File: config.mk
export PLATFORM = sky130hd
export DESIGN_NAME = quadrature_edge_counter_snapshot
export DESIGN_NICKNAME = d
export VERILOG_FILES = /design/src/rtl/core/qecs_pkg.sv /design/src/rtl/core/qecs_lane.sv /design/src/rtl/core/qecs_merge.sv /design/src/rtl/core/quadrature_edge_counter_snapshot.sv
export SDC_FILE = /design/constraint.sdc
export NUM_CORES = 1
export LEC_CHECK = 0
export ABC_CLOCK_PERIOD_IN_PS = 5700
export BUFFER_PORTS_ARGS = -buffer_cell sky130_fd_sc_hd__buf_2
export CAP_MARGIN = 10
export CORE_MARGIN = 8
export CORE_UTILIZATION = 57
export DETAILED_ROUTE_END_ITERATION = 8
export PLACE_DENSITY = 0.77
export SKIP_LAST_GASP = 1
export SLEW_MARGIN = 20
export SYNTH_ARGS = -nofsm -noshare
export SYNTH_HDL_FRONTEND = slang
export SYNTH_HIERARCHICAL = 1
export SYNTH_SLANG_ARGS = --single-unit
File: constraint.sdc
create_clock -name aclk -period 5.7 [get_ports aclk]
set_input_delay 0 -clock aclk [delete_from_list [all_inputs] [get_ports aclk]]
set_output_delay 0 -clock aclk [all_outputs]
set_load 0.05 [all_outputs]
File: src/rtl/core/qecs_pkg.sv
// Shared types, constants and helpers for the quadrature edge counter.
package qecs_pkg;

    localparam int NUM_CHANNELS_DEF = 2;
    localparam int CNT_W            = 32;
    localparam int OUT_W            = 16;
    localparam int READ_SPAN        = 2;

    localparam logic signed [CNT_W-1:0] SAT_MAX = 32'sd32767;
    localparam logic signed [CNT_W-1:0] SAT_MIN = -32'sd32768;

    typedef logic [CNT_W-1:0] count_t;
    typedef logic signed [OUT_W-1:0] result_t;

    typedef struct packed {
        logic step;
        logic snap;
    } lane_ctrl_t;

    function automatic result_t sat16(input count_t value);
        logic signed [CNT_W-1:0] sv;
        result_t res;
        sv = signed'(value);
        if (sv > SAT_MAX) begin
            res = SAT_MAX[OUT_W-1:0];
        end else if (sv < SAT_MIN) begin
            res = SAT_MIN[OUT_W-1:0];
        end else begin
            res = sv[OUT_W-1:0];
        end
        return res;
    endfunction

endpackage

File: src/rtl/core/qecs_lane.sv
// One channel lane: edge detect, raw and stable counters.
module qecs_lane (
    input  logic                aclk,
    input  logic                aresetn,
    input  qecs_pkg::lane_ctrl_t ctrl,
    input  logic                enable,
    input  logic                clear,
    input  logic                phase_a,
    input  logic                phase_b,
    output qecs_pkg::count_t    stable_next
);
    import qecs_pkg::*;

    logic   prev_a_reg;
    logic   prev_b_reg;
    count_t raw_reg;
    count_t raw_next;
    count_t stable_reg;
    count_t raw_adj;
    logic   active;

    always_comb begin
        logic signed [2:0] delta;
        logic rise_a;
        logic rise_b;
        rise_a = phase_a & ~prev_a_reg;
        rise_b = phase_b & ~prev_b_reg;
        delta  = 3'sd0;
        if (rise_a) begin
            delta = phase_b ? delta + 3'sd1 : delta - 3'sd1;
        end
        if (rise_b) begin
            delta = phase_a ? delta - 3'sd1 : delta + 3'sd1;
        end
        raw_adj = raw_reg + {{(CNT_W-3){delta[2]}}, delta};
    end

    assign active = ctrl.step & enable;

    always_comb begin
        raw_next    = raw_reg;
        stable_next = stable_reg;
        if (clear) begin
            raw_next    = '0;
            stable_next = '0;
        end else if (active) begin
            if (ctrl.snap) begin
                raw_next    = '0;
                stable_next = raw_adj;
            end else begin
                raw_next = raw_adj;
            end
        end
    end

    always_ff @(posedge aclk) begin
        if (!aresetn) begin
            prev_a_reg <= 1'b1;
            prev_b_reg <= 1'b1;
            raw_reg    <= '0;
            stable_reg <= '0;
        end else begin
            raw_reg    <= raw_next;
            stable_reg <= stable_next;
            if (ctrl.step) begin
                prev_a_reg <= phase_a;
                prev_b_reg <= phase_b;
            end
        end
    end

endmodule

File: src/rtl/core/qecs_merge.sv
// Channel select, saturation and output register with skid stage.
module qecs_merge #(
    parameter int NumChannels = qecs_pkg::NUM_CHANNELS_DEF
) (
    input  logic                                     aclk,
    input  logic                                     aresetn,
    input  logic [NumChannels-1:0][qecs_pkg::CNT_W-1:0] lane_stable,
    input  logic                                     read_channel,
    input  logic                                     accept,
    output logic                                     in_ready,
    output logic                                     out_valid,
    input  logic                                     out_ready,
    output qecs_pkg::result_t                        out_value
);
    import qecs_pkg::*;

    count_t  cand [READ_SPAN];
    result_t new_value;
    logic    out_valid_reg;
    result_t out_value_reg;
    logic    skid_valid_reg;
    result_t skid_value_reg;
    logic    pop;

    for (genvar g = 0; g < READ_SPAN; g++) begin : g_cand
        if (g < NumChannels) begin : g_live
            assign cand[g] = lane_stable[g];
        end else begin : g_none
            assign cand[g] = '0;
        end
    end

    assign new_value = sat16(cand[read_channel]);
    assign pop       = out_valid_reg & out_ready;
    assign in_ready  = ~skid_valid_reg;
    assign out_valid = out_valid_reg;
    assign out_value = out_value_reg;

    always_ff @(posedge aclk) begin
        if (!aresetn) begin
            out_valid_reg  <= 1'b0;
            skid_valid_reg <= 1'b0;
        end else if (!out_valid_reg || pop) begin
            if (skid_valid_reg) begin
                out_value_reg  <= skid_value_reg;
                out_valid_reg  <= 1'b1;
                skid_valid_reg <= 1'b0;
            end else begin
                out_value_reg <= new_value;
                out_valid_reg <= accept;
            end
        end else if (accept) begin
            skid_value_reg <= new_value;
            skid_valid_reg <= 1'b1;
        end
    end

endmodule

File: src/rtl/core/quadrature_edge_counter_snapshot.sv
// Top level: multi-channel quadrature edge counter with snapshot readback.
// One pin sample per clock is accepted while s_ready is high; each transaction
// updates every enabled channel lane in the cycle it is taken and yields one
// registered result. Sustained rate is one transaction per cycle while m_ready
// keeps up; the longest path is a lane's 32-bit counter add feeding the channel
// select and 16-bit saturation. A two-entry output register plus skid stage
// absorbs a stalled m_ready; s_ready drops only while both entries are full.
// Writing cfg_enable_mask clears the counters of each newly enabled channel;
// disabling a channel freezes its counters, which remain readable.
module quadrature_edge_counter_snapshot #(
    parameter int NUM_CHANNELS = qecs_pkg::NUM_CHANNELS_DEF
) (
    input  logic                    aclk,
    input  logic                    aresetn,
    input  logic                    cfg_valid,
    output logic                    cfg_ready,
    input  logic [NUM_CHANNELS-1:0] cfg_enable_mask,
    input  logic                    s_valid,
    output logic                    s_ready,
    input  logic [NUM_CHANNELS-1:0] s_phase_a_levels,
    input  logic [NUM_CHANNELS-1:0] s_phase_b_levels,
    input  logic                    s_snapshot,
    input  logic                    s_read_channel,
    output logic                    m_valid,
    input  logic                    m_ready,
    output qecs_pkg::result_t       m_count_value
);
    import qecs_pkg::*;

    logic [NUM_CHANNELS-1:0]            enable_reg;
    logic [NUM_CHANNELS-1:0]            enable_next;
    logic [NUM_CHANNELS-1:0]            lane_clear;
    logic [NUM_CHANNELS-1:0][CNT_W-1:0] lane_stable;
    logic                               cfg_write;
    logic                               accept;
    lane_ctrl_t                         ctrl;

    assign cfg_ready   = 1'b1;
    assign cfg_write   = cfg_valid & cfg_ready;
    assign enable_next = cfg_write ? cfg_enable_mask : enable_reg;
    assign lane_clear  = cfg_write ? (cfg_enable_mask & ~enable_reg) : '0;
    assign accept      = s_valid & s_ready;
    assign ctrl.step   = accept;
    assign ctrl.snap   = s_snapshot;

    always_ff @(posedge aclk) begin
        if (!aresetn) begin
            enable_reg <= '0;
        end else begin
            enable_reg <= enable_next;
        end
    end

    for (genvar ch = 0; ch < NUM_CHANNELS; ch++) begin : g_lane
        qecs_lane u_lane (
            .aclk        (aclk),
            .aresetn     (aresetn),
            .ctrl        (ctrl),
            .enable      (enable_reg[ch]),
            .clear       (lane_clear[ch]),
            .phase_a     (s_phase_a_levels[ch]),
            .phase_b     (s_phase_b_levels[ch]),
            .stable_next (lane_stable[ch])
        );
    end

    qecs_merge #(
        .NumChannels (NUM_CHANNELS)
    ) u_merge (
        .aclk         (aclk),
        .aresetn      (aresetn),
        .lane_stable  (lane_stable),
        .read_channel (s_read_channel),
        .accept       (accept),
        .in_ready     (s_ready),
        .out_valid    (m_valid),
        .out_ready    (m_ready),
        .out_value    (m_count_value)
    );

    // backpressure only when both output entries hold results
    a_ready_implies_full: assert property (@(posedge aclk) disable iff (!aresetn)
        !s_ready |-> m_valid)
        else $error("s_ready low with empty output register");

    a_accept_gives_result: assert property (@(posedge aclk) disable iff (!aresetn)
        s_valid && s_ready |=> m_valid)
        else $error("accepted transaction produced no result");

    a_reset_clears_valid: assert property (@(posedge aclk)
        !aresetn |=> !m_valid)
        else $error("m_valid set after reset");

endmodule
[Word level (Yosys, flattened, before mapping)]
Index checks and enable logic that the tools add are counted.
W data, S select, Z words.
Word-level totals
  memories kept: 0
  register bits after elaboration: 168
  memory bits (writable): 0
  word-level logic and storage cells: 71
  latch bits: 0
  input bits: 13
  memory bits (read-only): 0
Cells by class
  add/subtract/negate cells: 6
  muxes and demuxes: 24
  shift operators: 0
  equality and inequality tests: 0
  divide/modulo/power cells: 0
  $mul: 0
  bitwise gates (word level): 18
  reductions and logical operators: 7
  magnitude comparators: 3
Operators by type and width (count)
  $mux W32: 11
  $add A32 B32 Y32: 2
  $mux W16: 3
  $gt A32 B16 Y1 const B: 1
  $lt A32 B16 Y1 const B: 1
  $mux W3: 8
  $and A1 B1 Y1: 8
  $not A1 Y1: 7
  $add A3 B2 Y3 const B: 2
  $reduce_or A2 Y1: 3
  $sub A3 B2 Y3 const B: 2
  $reduce_and A3 Y1: 1
  $and A2 B2 Y2: 1
  $ge A2 B2 Y1 const B: 1
  $mux W2: 1
  $not A1 Y2: 1
  $not A2 Y2: 1
  $reduce_and A2 Y1: 1
  $logic_not A1 Y1: 1
  $logic_or A1 B1 Y1: 1
  $mux W1: 1

[Logic depth before layout (Yosys ltp)]
Gate-level depths: netlist of the first run.
  depth in word-level cells: 17
  mapped depth: 22

[Modules after synthesis]
Netlist of the first run, hierarchy kept.
By module, submodules not included
  qecs_lane (g_lane[1].u_lane): area an instance 4712.0 um2, sequential area each 1321.3 um2, cells each 609, times used 1
  qecs_lane (g_lane[0].u_lane): area an instance 4489.3 um2, sequential area each 1321.3 um2, cells each 563, times used 1
  qecs_merge: area an instance 1744.2 um2, sequential area each 1001.0 um2, cells each 145, times used 1
  quadrature_edge_counter_snapshot: area an instance 105.1 um2, sequential area each 40.0 um2, cells each 12, times used 1

[Worst setup path after synthesis of the first run]
Ideal clock, no wire load.
  kind: reg2reg
  start: register g_lane[1].u_lane.prev_a_reg
  end: register u_merge.out_value_reg[2] (netlist: u_merge/out_value[2]) (data pin)
  data required time: 5520 ps
  period minus slack after synthesis: 5320 ps
  stages on the path, launching flop included: 18
  path buffers: 1
  setup time: 180 ps
  data arrival time: 5140 ps
  slack: 380 ps
  path through: dfxtp_1 > or3b_1 > fa_1 > o21ai_2 > ha_1 > a21oi_1 > a21oi_2 > o211ai_1 > o21ai_0 > a21boi_0 > o21ai_1 > o311ai_0 > nand4_1 > nor4_1 > nor2_1 > o21a_1 > buf_2 > o311ai_1
RTL lines
  start: declaration: RTL line qecs_lane.sv:14  | logic prev_a_reg;
  start signal: assignment: RTL line qecs_lane.sv:66  | prev_a_reg <= phase_a;
  end signal: assignment: RTL line qecs_merge.sv:45  | out_value_reg <= skid_value_reg;
  end signal: assignment: RTL line qecs_merge.sv:49  | out_value_reg <= new_value;
  end: declaration: RTL line qecs_merge.sv:20  | result_t out_value_reg;

==> results of run 1 <==
-- final cells by class --
| cell class | count | area share |
|---|---|---|
| clock buffer | 18 | 0.03590 |
| inverter | 32 | 0.009819 |
| sequential | 168 | 0.3011 |
| timing repair buffer | 83 | 0.04848 |
| tap | 265 | 0.02710 |
| multi-input combinational | 1048 | 0.5663 |
| clock inverter | 14 | 0.01125 |
-- per-stage QoR --
step	instance area (sq um)	setup slack [ns]	std cells	hold WS [ns]	util
6_report	12230	0.3058	1628	0.04257	0.6348
3_5_place_dp	11510	0.1144	1583	0.2536	0.5971
3_3_place_gp	11510	0.2658	1583	0.2401	0.5971
2_1_floorplan	11050	0.3803	1329	0.1217	-
5_1_grt	12230	0.01509	1628	0.08259	0.6348
4_1_cts	12210	0.06045	1628	0.03744	0.6338
-- worst paths after layout --
| kind | from | to | slack [ns] | cells after the start |
|---|---|---|---|---|
| worst max-delay path | g_lane[1].u_lane/prev_a_reg$_SDFFE_PN1P_ | u_merge/out_value[1]$_DFFE_PP_ | 0.31 | 20 |
| worst min-delay path | aresetn | g_lane[0].u_lane/prev_a_reg$_SDFFE_PN1P_ | 0.04 | 2 |
| worst max register to register | g_lane[1].u_lane/prev_a_reg$_SDFFE_PN1P_ | u_merge/out_value[1]$_DFFE_PP_ | 0.31 | 20 |
| worst min register to register | g_lane[1].u_lane/raw_reg[27]$_SDFFE_PP0P_ | g_lane[1].u_lane/raw_reg[27]$_SDFFE_PP0P_ | 0.45 | 2 |
-- layout by cell type, fill, tap and decap left out, types with 32 or more instances in the layout --
cell      count
nand3_1      49
edfxtp_1     32
nand4_1      33
mux2i_1      50
o21ai_1      38
ha_1         75
o21ai_0      33
nand2_1     144
buf_4        39
xnor2_1      37
nor2_1      137
dfxtp_1     136
a21oi_1      98
-- power by group --
| part | switching (W) | total, W | internal, W |
|---|---|---|---|
| logic | 0.000222 | 0.000318 | 0.0000962 |
| registers | 0.00000982 | 0.00124 | 0.00124 |
| clock network | 0.000524 | 0.00115 | 0.000625 |
| total | 0.000756 | 0.00271 | 0.00196 |
-- logic make-up after synthesis --
logic type | after synthesis | share of synthesized area
XOR/XNOR | 58 | 0.04721
flip-flops | 168 | 0.3333
other | 1 | 0.0003393
AO/OA/AOI/OAI | 357 | 0.2191
AND/OR/NAND/NOR | 498 | 0.2149
multiplexers | 54 | 0.04971
buffers and inverters | 113 | 0.04212
adder cells (fa/ha/maj) | 80 | 0.09330
-- critical path: stages (launching register included) --
cell       delay (ns)
dfxtp_1          0.33
or3b_1           0.45
fa_1             0.53
nand2_1          0.05
nand2_1          0.09
inv_1            0.06
fa_1             0.44
nand3b_1         0.22
a21oi_2          0.21
o211ai_1         0.14
buf_4            0.17
a2111oi_4        0.43
nor3_1           0.18
or3_4            0.45
mux2i_1          0.13
nand2_1          0.11
nand4_1          0.11
nor4_1           0.32
nor2_1           0.11
o21a_4           0.32
o311ai_1         0.34
-- routing by layer --
layer | GRT usage | routed length, um
met1 | 0.3182 | 13230
met2 | 0.4016 | 13880
met3 | 0.03911 | 1742
met4 | 0.08503 | 608
met5 | 0 | 0
-- timing repair --
| action | in CTS | in global routing |
|---|---|---|
| hold buffers | 13 | 0 |
| setup endpoints to repair | 0 | 30 |
| endpoints found under the hold margin | 8 | 0 |
| gates resized for setup | 0 | 6 |
| buffers inserted | 0 | 0 |
-- cell usage after synthesis (12+ instances only) --
master / instances
a21o_1: 25
a21oi_1: 98
a22o_1: 17
a22oi_1: 26
a31oi_1: 13
and2_1: 30
clkbuf_1: 58
dfxtp_1: 136
edfxtp_1: 32
ha_1: 76
inv_1: 31
mux2i_1: 50
nand2_1: 144
nand2b_1: 12
nand3_1: 49
nand4_1: 33
nor2_1: 138
nor2b_1: 14
nor3_1: 26
o21ai_0: 33
o21ai_1: 38
o311ai_1: 15
xnor2_1: 37
xor2_1: 20
==> flow_summary_export.csv, run 1 <==
group,metric,value,unit
min_path,hp-class,"primary input to register",
timing,hold_violations,0,
run_status,outcome,"finished clean",
routing,routed_wl,29460,um
floorplan,rows,51,
routing,via_per_inst,6.054,
clock_tree,clk_pin_slew,0.08,ns
cells_and_area,fillers,1646,
clock_tree,clk_latency,0.44,ns
timing,skew,0.01544,ns
logic_synthesis,syn_nets,1422,
logic_synthesis,netlist_instances,1329,
floorplan,io_pins,32,
clock_tree,cts_num_sinks,168,
power_and_ir_drop,total_leakage_power,4.907,nW
cells_and_area,multiInputGateArea,0.006928,sq mm
routing,drtIter0Drc,828,
timing,fin_setup_tns,0,ns
cells_and_area,synthToLayoutAreaGrowth,10.70,%
critical_path,end_kind,"register",
logic_synthesis,syn-cell-area,0.01105,sq mm
routing,post_drt_wl_per_cell,18.10,um
grt,grt_pass1_vias,9528,
grt,grt_start_max_net_pins,39,
timing,max_freq,0.1854,GHz
timing,fin_crit,5.394,ns
timing,min_period_over_period,0.9464,
cells_and_area,fin_nets,1443,
critical_path,critPathRequiredTime,5.93,ns
timing,worstMarginPinSlew,1.018,ns
timing,slew_headroom,0.3195,
power_and_ir_drop,powerDensity,221.7,mW/mm^2
routing,vias,9856,
grt,grt_overflow,0,
cells_and_area,antenna_cells,0,
floorplan,die_width,155.2,um
floorplan,coreArea,0.01927,sq mm
grt,grt_pass1_wl,47800,um
grt,antenna_found_initial,0,
critical_path,cp.arrival,5.62,ns
routing,ant_nets,0,
timing,slew_viol_final,0,
floorplan,start_util,0.5734,
floorplan,die_y,155.2,um
logic_synthesis,ys_types,86,
logic_synthesis,ys_seq_elements,168,
timing,rsz0062_at_grt,"false",
run,drv_cap,0,
grt,grt.total_usage,0.2434,
place,place.gp.congestion,0.9041,
cells_and_area,drive_above_1_share,0.09831,
logic_synthesis,synth-seq-area-share,0.3333,
routing,dr.pass1.iters,6,
logic_synthesis,netlist.area_leader.share,0.2464,
logic_synthesis,syn_area_per_cell,8.315,sq um
place,dpl.hpwl,21410,um
logic_synthesis,synth_flop_cell,"dfxtp_1",
clock_tree,clockRootBuffer,"clkbuf_16",
critical_path,worstSetupStartpointType,"register",
cells_and_area,regArea,0.003684,sq mm
power_and_ir_drop,peakVddDrop,0.0002369,V
floorplan,die_area,0.02410,sq mm
power_and_ir_drop,finalPower,0.002712,W
critical_path,cp_max_fo,21,
logic_synthesis,synth_area_leaders,"dfxtp_1 (25%), edfxtp_1 (8.7%), ha_1 (8.6%)",
critical_path,path_class,"register to register",
clock_tree,h-tree-depth,4,
clock_tree,cts_tree,"yes",
clock_tree,cts_made_buffers,17,
logic_synthesis,yosys_warnings,6,
logic_synthesis,synth_edf_count,32,
logic_synthesis,synthArstFlopShare,0,
routing,drc,0,
timing,setup_viol,0,
clock_tree,cts_max_path_buffers,2,
place,portBuffers,30,
logic_synthesis,synth_top_cell_by_area,"dfxtp_1",
No activity file was read; power rests on OpenSTA's default activity.
==> run 2, diff against run 1 <==
- GPL_TIMING_DRIVEN: not set -> 0
- HOLD_SLACK_MARGIN: not set -> 0.12
==> flow_summary_export.csv, run 2 (same netlist as run 1, synthesis figures left out) <==
group,metric,value,unit
grt,grt_overflow,0,
grt,grt.total_usage,0.2499,
timing,slew_viol_final,0,
place,place.gp.congestion,0.9514,
cells_and_area,synthToLayoutAreaGrowth,13.33,%
cells_and_area,finish.utilization,0.6499,
grt,antenna_found_initial,1,
critical_path,cp_max_fo,18,
timing,hold_violations,0,
timing,holdWs,0.2004,ns
cells_and_area,fin_area,0.01252,sq mm
place,dpl.hpwl,22620,um
cells_and_area,mostFrequentLayoutCell,"nand2_1",
critical_path,worstSetupStartpointType,"register",
run,drv_cap,0,
clock_tree,cts_max_path_buffers,2,
routing,via_per_inst,6.091,
clock_tree,h-tree-depth,4,
power_and_ir_drop,total_leakage_power,4.997,nW
grt,grt_pass1_wl,48720,um
timing,skew,0.01215,ns
clock_tree,clk_latency,0.44,ns
grt,grt_start_max_net_pins,39,
cells_and_area,drive_above_1_share,0.09520,
power_and_ir_drop,powerDensity,225.3,mW/mm^2
cells_and_area,layout_common_cells,"nand2_1 (143), nor2_1 (138), dfxtp_1 (136)",
place,post-place-ws,-0.01962,ns
place,portBuffers,30,
floorplan,io_pins,32,
critical_path,critPathRequiredTime,5.91,ns
timing,max_freq,0.1825,GHz
run_status,outcome,"finished clean",
clock_tree,clockRootBuffer,"clkbuf_16",
timing,min_period_over_period,0.9612,
timing,slew_headroom,0.4864,
routing,drc,0,
routing,ant_nets,0,
timing,worstMarginPinSlew,0.7704,ns
timing,rsz0062_at_grt,"true",
grt,grt_pass1_vias,9647,
clock_tree,cts_tree,"yes",
critical_path,end_kind,"register",
power_and_ir_drop,peakVddDrop,0.0001918,V
floorplan,start_util,0.5734,
routing,post_drt_wl_per_cell,18.13,um
timing,layout_setup_ws,0.2212,ns
place,dp_cells,1625,
routing,drtIter0Drc,725,
critical_path,path_class,"register to register",
clock_tree,clk_pin_slew,0.07,ns
place,place_area,0.01157,sq mm
routing,dr.pass1.iters,6,
floorplan,die_y,155.2,um
floorplan,rows,51,
routing,routed_wl,30540,um
timing,fin_crit,5.479,ns
timing,setup_viol,0,
clock_tree,cts_num_sinks,168,
clock_tree,cts_made_buffers,17,
floorplan,die_width,155.2,um
min_path,hp-class,"primary input to register",
cells_and_area,fin_nets,1498,
floorplan,die_area,0.02410,sq mm
critical_path,cp.arrival,5.69,ns
floorplan,coreArea,0.01927,sq mm
cells_and_area,layoutNonFillerInstCount,1684,
routing,vias,10257,
## run 2: worst paths after layout
path / from / to / slack (ns) / cells past startpoint
min reg2reg: g_lane[1].u_lane/raw_reg[27]$_SDFFE_PP0P_ / g_lane[1].u_lane/raw_reg[27]$_SDFFE_PP0P_ / 0.46 / 2
min: s_snapshot / g_lane[1].u_lane/raw_reg[0]$_SDFFE_PP0P_ / 0.20 / 4
max: g_lane[0].u_lane/prev_a_reg$_SDFFE_PN1P_ / u_merge/out_value[13]$_DFFE_PP_ / 0.22 / 20
max reg2reg: g_lane[0].u_lane/prev_a_reg$_SDFFE_PN1P_ / u_merge/out_value[13]$_DFFE_PP_ / 0.22 / 20
## run 2: through the flow
stage / power (W) / TNS [ns]
2_1_floorplan: 0.001493 / 0
3_3_place_gp: 0.001577 / -23.66
3_5_place_dp: 0.001585 / -0.03168
4_1_cts: 0.002820 / 0
5_1_grt: 0.002919 / -0.05513
6_report: 0.002822 / 0
## run 2: routing by layer
layer,GRT usage,vias to the layer above,wire (um)
li1,-,5004,-
met1,0.3217,4899,13480
met2,0.4215,295,14770
met3,0.03662,59,1419
met4,0.08641,0,871
met5,0,-,0
## run 2: report_power, final
part / switching (W) / total (W) / internal [W] / leakage [nW]
clock network: 0.000525 / 0.00124 / 0.000715 / 0.310
registers: 0.00000836 / 0.00124 / 0.00123 / 1.40
logic: 0.000235 / 0.000338 / 0.000103 / 3.29
## run 2: layout make-up
class,instances,area [sq um]
antenna,1,2.502
buffer,80,341.6
clock buffer,18,439.2
clock inverter,14,187.7
fill,1640,6748
inverter,32,120.1
multi-input combinational,1049,6999
sequential,168,3684
tap,265,331.6
timing repair buffer,57,417.9
## run 2: worst max-delay path, cell delays in order (launching register included)
cell and delay, ns:
dfxtp_1 0.31, nand2b_1 0.18, nor2_1 0.13, inv_2 0.13
fa_1 0.39, nand2b_2 0.29, nand2_8 0.19, ha_1 0.25
clkbuf_1 0.22, a21oi_1 0.28, o21ai_0 0.21, a2111oi_2 0.38
o31ai_2 0.20, a311oi_2 0.40, xnor3_1 0.31, mux2i_1 0.26
nor2_1 0.08, mux2_2 0.32, o21a_1 0.14, buf_2 0.20
o311ai_1 0.38
## run 2: timing repair
| action | CTS | global route |
|---|---|---|
| hold endpoints to repair | 10 | 0 |
| pin swaps | 0 | 4 |
| resized for setup | 2 | 18 |
| cloned | 0 | 1 |
| setup endpoints to repair | 7 | 30 |
| buffers inserted | 0 | 13 |
| hold buffers | 13 | 0 |
